## src/design/lcd_pkg.sv

```systemverilog
// ----------------------------------------------------------------------------
// Lasso coordinate descent package
// Shared types, codes, defaults and the saturation helper for the solver block.
// ----------------------------------------------------------------------------
package lcd_pkg;

   localparam int MAX_SAMPLES_DEF  = 1024;
   localparam int MAX_FEATURES_DEF = 64;

   typedef enum logic [2:0] {
      OP_LOAD_X = 3'd0,
      OP_LOAD_Y = 3'd1,
      OP_STEP   = 3'd2,
      OP_READ   = 3'd3,
      OP_CLEAR  = 3'd4
   } op_type;

   typedef enum logic [1:0] {
      CSR_LAMBDA       = 2'd0,
      CSR_INV_SAMPLES  = 2'd1,
      CSR_NUM_SAMPLES  = 2'd2,
      CSR_NUM_FEATURES = 2'd3
   } csr_type;

   typedef enum logic [11:0] {
      ST_INIT     = 12'b0000_0000_0001,
      ST_IDLE     = 12'b0000_0000_0010,
      ST_ACC      = 12'b0000_0000_0100,
      ST_ACC_WAIT = 12'b0000_0000_1000,
      ST_DELTA    = 12'b0000_0001_0000,
      ST_ETA      = 12'b0000_0010_0000,
      ST_UPD      = 12'b0000_0100_0000,
      ST_UPD_WAIT = 12'b0000_1000_0000,
      ST_RD1      = 12'b0001_0000_0000,
      ST_RD2      = 12'b0010_0000_0000,
      ST_RD3      = 12'b0100_0000_0000,
      ST_EMIT     = 12'b1000_0000_0000
   } state_type;

   typedef struct packed {
      logic accept;
      logic clr;
      logic acc_issue;
      logic loop_init;
      logic delta;
      logic eta;
      logic upd_issue;
      logic rd2;
      logic rd3;
      logic emit;
   } cmd_type;

   typedef struct packed {
      logic req_err;
      logic last;
      logic busy;
      logic clr_last;
      logic ns_zero;
   } sts_type;

   function automatic logic signed [31:0] sat32(input logic signed [65:0] v);
      logic signed [31:0] r;
      if (v > $signed(66'h0_7FFF_FFFF)) begin
         r = 32'sh7FFF_FFFF;
      end else if (v < -$signed(66'h0_8000_0000)) begin
         r = 32'sh8000_0000;
      end else begin
         r = v[31:0];
      end
      return r;
   endfunction

endpackage

```

## src/design/lcd_controller.sv

```systemverilog
// ----------------------------------------------------------------------------
// Lasso coordinate descent controller
// Sequences clearing, loads, descent steps and weight reads, and owns the
// handshake state of both channels.
// ----------------------------------------------------------------------------
module lcd_controller (
   input  logic             clock,
   input  logic             reset,
   input  logic             req_valid,
   output logic             req_stall,
   input  logic [2:0]       req_op,
   output logic             rsp_valid,
   input  logic             rsp_stall,
   output lcd_pkg::cmd_type cmd,
   input  lcd_pkg::sts_type sts
);

   lcd_pkg::state_type state_ff, state_in;
   logic rsp_valid_ff, rsp_valid_in;
   logic slot_free;

   assign slot_free = !rsp_valid_ff || !rsp_stall;

   always_comb begin
      state_in     = state_ff;
      cmd          = '0;
      rsp_valid_in = rsp_valid_ff && rsp_stall;
      unique case (state_ff)
         lcd_pkg::ST_INIT: begin
            cmd.clr = 1'b1;
            if (sts.clr_last) state_in = lcd_pkg::ST_IDLE;
         end
         lcd_pkg::ST_IDLE: begin
            if (req_valid) begin
               cmd.accept = 1'b1;
               unique case (lcd_pkg::op_type'(req_op))
                  lcd_pkg::OP_LOAD_X, lcd_pkg::OP_LOAD_Y: begin
                     if (sts.req_err) state_in = lcd_pkg::ST_EMIT;
                  end
                  lcd_pkg::OP_STEP: begin
                     if (sts.req_err) state_in = lcd_pkg::ST_EMIT;
                     else if (sts.ns_zero) state_in = lcd_pkg::ST_DELTA;
                     else state_in = lcd_pkg::ST_ACC;
                  end
                  lcd_pkg::OP_READ: begin
                     if (sts.req_err) state_in = lcd_pkg::ST_EMIT;
                     else state_in = lcd_pkg::ST_RD1;
                  end
                  lcd_pkg::OP_CLEAR: state_in = lcd_pkg::ST_INIT;
                  default: ;
               endcase
            end
         end
         lcd_pkg::ST_ACC: begin
            cmd.acc_issue = 1'b1;
            if (sts.last) state_in = lcd_pkg::ST_ACC_WAIT;
         end
         lcd_pkg::ST_ACC_WAIT: begin
            if (!sts.busy) state_in = lcd_pkg::ST_DELTA;
         end
         lcd_pkg::ST_DELTA: begin
            cmd.delta     = 1'b1;
            cmd.loop_init = 1'b1;
            state_in      = lcd_pkg::ST_ETA;
         end
         lcd_pkg::ST_ETA: begin
            cmd.eta  = 1'b1;
            state_in = sts.ns_zero ? lcd_pkg::ST_EMIT : lcd_pkg::ST_UPD;
         end
         lcd_pkg::ST_UPD: begin
            cmd.upd_issue = 1'b1;
            if (sts.last) state_in = lcd_pkg::ST_UPD_WAIT;
         end
         lcd_pkg::ST_UPD_WAIT: begin
            if (!sts.busy) state_in = lcd_pkg::ST_EMIT;
         end
         lcd_pkg::ST_RD1: begin
            state_in = lcd_pkg::ST_RD2;
         end
         lcd_pkg::ST_RD2: begin
            cmd.rd2  = 1'b1;
            state_in = lcd_pkg::ST_RD3;
         end
         lcd_pkg::ST_RD3: begin
            cmd.rd3  = 1'b1;
            state_in = lcd_pkg::ST_EMIT;
         end
         lcd_pkg::ST_EMIT: begin
            if (slot_free) begin
               cmd.emit     = 1'b1;
               rsp_valid_in = 1'b1;
               state_in     = lcd_pkg::ST_IDLE;
            end
         end
         default: state_in = lcd_pkg::ST_INIT;
      endcase
   end

   always_ff @(posedge clock) begin
      if (reset) begin
         state_ff     <= lcd_pkg::ST_INIT;
         rsp_valid_ff <= 1'b0;
      end else begin
         state_ff     <= state_in;
         rsp_valid_ff <= rsp_valid_in;
      end
   end

   assign req_stall = state_ff != lcd_pkg::ST_IDLE;
   assign rsp_valid = rsp_valid_ff;

endmodule

```

## config.mk

```make
export PLATFORM = sky130hd
export DESIGN_NAME = lcd_controller
export DESIGN_NICKNAME = d
export VERILOG_FILES = /design/src/design/lcd_pkg.sv /design/src/design/lcd_controller.sv
export SDC_FILE = /design/constraint.sdc
export NUM_CORES = 1
export LEC_CHECK = 0
export BUFFER_PORTS_ARGS = -buffer_cell sky130_fd_sc_hd__buf_4
export CAP_MARGIN = 5
export CELL_PAD_IN_SITES_DETAIL_PLACEMENT = 1
export CELL_PAD_IN_SITES_GLOBAL_PLACEMENT = 1
export CORE_ASPECT_RATIO = 1.25
export CORE_MARGIN = 2
export CORE_UTILIZATION = 41
export CTS_CLUSTER_DIAMETER = 40
export DETAILED_ROUTE_END_ITERATION = 7
export PLACE_DENSITY = 0.87
export SETUP_SLACK_MARGIN = 0.1
export SLEW_MARGIN = 20
export SYNTH_ARGS = -nofsm -noshare
export SYNTH_HDL_FRONTEND = slang
export SYNTH_SLANG_ARGS = --single-unit
```

## constraint.sdc

```tcl
create_clock -name clock -period 3.62 [get_ports clock]
set_clock_uncertainty 0.05 [all_clocks]
set_input_delay 0.724 -clock clock [delete_from_list [all_inputs] [get_ports clock]]
set_output_delay 0.724 -clock clock [all_outputs]
set_load 0.1 [all_outputs]
```

==> results by group <==
Routing
  • ANT nets after route: 0
  • Vias per inst: 6.103
  • DRC: 0
  • DRT Pass-1 Iters: 4
  • Routed wire length: 3382 um
  • Initial DRC Count: 32
  • Via count: 1068
  • Wire per inst: 19.33 um

Setup path
  • Slowest CP cell: nor4_4
  • Critical Setup Path Class: reg2out
  • CP Buf/Inv Count: 1
  • Worst setup EP type: output port
  • R2R depth: 5
  • Critical Path AT: 2.26 ns
  • FF-to-FF Start: state_ff[4]$_SDFFE_PP0P_
  • Crit-path cells: nor4_4, nand2_1, or3_1, nor2_1, buf_4
  • RR Endpoint: state_ff[1]$_SDFFE_PP0P_
  • Flop2flop setup slack: 1.20 ns
  • CP top delay family: simple AND/OR/NAND/NOR gates
  • Crit-path max cell delay: 0.61 ns
  • Critical Path RT: 2.85 ns
  • CP Launch Type: register
  • CP max FO: 10

Floorplanning
  • # IOs: 24
  • # rows: 20
  • Starting density of the core: 42.05%
  • Core ar.: 2377 um^2
  • Die Y: 59.21 um
  • Chip width: 48.17 um
  • Die area: 2852 um^2

Cells and area
  • Fin nets: 155
  • Non-Filler Instances: 175
  • Area Growth Syn to Fin: 19.27%
  • Multi-input logic area: 680.7 um^2
  • Filler cell count: 312
  • ANT cells: 0
  • Final design utilization: 50.16%
  • Layout cells sized above 1: 28.17%
  • Register area: 260.3 um^2

Synth
  • Post-synth EDFFs: 0
  • Most frequent cell after synthesis: dfxtp_1
  • Synthesized area: 999.7 um^2
  • Main flop type after synthesis: dfxtp_1
  • Distinct cell type count after synthesis: 46
  • Yosys top cell by area: dfxtp_1
  • Net Count, Synth: 137
  • Top post-synthesis cells by count: dfxtp_1, nor2_1, a21oi_1, o21ai_0
  • Top post-synthesis cells by area: dfxtp_1, a21oi_1, nor2_1
  • FF+latch count, synth: 13
  • Ys Warns: 0
  • Ys async rst share: 0%
  • Sequential-to-total area share from yosys stat: 26.03%
  • Synth top area share: 26.03%
  • Synth Instances: 125
  • Syn avg cell area: 7.998 um^2

Clock tree
  • H-tree Lvls: 1
  • Clock Latency Late Sink: 0.28 ns
  • Clock Sinks: 13
  • Postcts setup bufs: 0
  • Clock tree buffer depth: 2
  • Worst-path clk slew: 0.10 ns
  • TritonCTS buffer count: 3
  • CTS Root Cell: clkbuf_4
  • CTS tree: yes
  • Hold_buf cts: 0
  • Cts repair resizes: 0

Global route
  • GRT Resource Usage Total: 26.78%
  • Vias in the first global route: 1022
  • GR Overflow Total: 0
  • Largest net degree at the start of global routing: 14
  • First-pass GRT wire length: 5313 um
  • Initial antenna violation count: 0

Min path
  • Worst-case hold path end point: state_ff[2]$_SDFFE_PP0P_
  • Worst hold path depth: 2
  • Min-Delay Startpoint: state_ff[2]$_SDFFE_PP0P_
  • Hold Path Class: reg2reg

STA
  • RSZ-0062 raised after global routing: no
  • Pins Over Slew Limit: 0
  • Fin crit share: 83.71%
  • Fin Setup TNS: 0 ns
  • Final Worst Setup Slack: 0.5897 ns
  • Final min period: 3.030 ns
  • Max-slew headroom: 48.54%
  • Final hold violations: 0
  • Final setup viols: 0
  • Slew at the pin closest to its max-slew limit: 0.7599 ns
  • Fmax: 330.0 MHz

Pwr
  • Comb pwr share: 54.6%
  • Net Switching: 0.0003244 W
  • Internal power: 0.0003097 W
  • Worst-case vdd ir drop: 0.3913 mV
  • Clock share of power: 15.2%
  • Leak: 0.4675 nW
  • Overall power: 0.0006342 W
  • Sw Share: 51.16%
  • Power per cell area: 531.9 nW/um^2
  • Sequential group share of total power: 30.3%

Place
  • Inst Count DP: 171
  • DP Wirelength: 2632 um
  • Port Buffers: 23
  • Place WS: 0.9278 ns
  • Gpl congestion: 0.9097

Run
  • Max_cap viols: 0

Status
  • Status: finished, final reports clean
## power groups by stage
| stage | registers [W] | clock network [W] | logic, W |
|---|---|---|---|
| finish | 0.000192 | 0.0000961 | 0.000346 |
| global placement | 0.000191 | 0 | 0.000348 |
| global route | 0.000197 | 0.000105 | 0.000371 |
| detailed placement | 0.000194 | 0 | 0.000344 |
| CTS | 0.000191 | 0.000100 | 0.000345 |
| floorplan | 0.000166 | 0 | 0.000288 |
## how the worst max path moves through the flow
stage                     cells after the start                      from  slack [ns]  endpoint
after floorplan                               5  state_ff[4]$_SDFFE_PP0P_        0.24    cmd[2]
after global placement                        5  state_ff[1]$_SDFFE_PP0P_        0.95    cmd[2]
after detailed placement                      5  state_ff[0]$_SDFFE_PP1P_        0.93    cmd[2]
after CTS                                     5  state_ff[0]$_SDFFE_PP1P_        0.61    cmd[2]
after global routing                          5  state_ff[4]$_SDFFE_PP0P_        0.48    cmd[2]
final                                         5  state_ff[4]$_SDFFE_PP0P_        0.59    cmd[2]
## placed cells by master, fill, tap and decap left out, types with 2 or more instances in the layout
| master | Yosys | routed |
|---|---|---|
| nor2_1 | 11 | 11 |
| dfxtp_1 | 13 | 13 |
| o2111ai_1 | 2 | 2 |
| nor4_1 | 3 | 3 |
| or4_1 | 3 | 3 |
| nor4b_1 | 3 | 3 |
| nand4_1 | 4 | 4 |
| a21oi_1 | 9 | 9 |
| buf_4 | 1 | 23 |
| xor2_1 | 4 | 4 |
| clkbuf_4 | 0 | 3 |
| inv_1 | 3 | 3 |
| nor4_2 | 2 | 2 |
| nand2b_1 | 3 | 3 |
| and4_1 | 2 | 2 |
| nand3_1 | 5 | 5 |
| nor3_1 | 4 | 3 |
| nand2_1 | 6 | 6 |
| o21ai_0 | 7 | 7 |
| nor2b_1 | 3 | 3 |
| nor3b_1 | 5 | 4 |
## cells by family after synthesis
group,count (synthesis),share of synthesized area [%]
and+or+nand+nor,64,41.55
buffers and inverters,13,6.883
xor gates and xnor gates,4,3.504
DFF,13,26.03
AOI/OAI and AO/OA,31,22.03
## registers in the layout (all words and copies together), names as in the netlist
register / count
rsp_valid: 1
state_ff: 12
## metrics by stage
step	hold WS (ns)	instance area [um^2]
after CTS	0.5217	1192
after floorplan	0.4508	1010
after global routing	0.5672	1192
final	0.5190	1192
after global placement	0.4891	1166
after detailed placement	0.5112	1166
## layer usage
layer | track usage [%] | part of all wire (%)
met5 | 0 | 0
met4 | 9.266 | 2.5
met3 | 2.134 | 4.6
met2 | 43.61 | 52
met1 | 35.89 | 41
## worst min-delay path, delay by kind of cell, from the launching register on
kind,cells,cell delay [ns]
flops,1,0.37
compound gates,2,0.15
## cell type report
class | instances | share of cell area (%)
well taps | 33 | 3.463
multi-input cells | 99 | 57.08
inverters | 3 | 0.9444
repair buffers | 23 | 14.48
clock buffers | 4 | 2.204
flip-flops and latches | 13 | 21.83
Note: power is estimated with default switching activity, not from simulation.
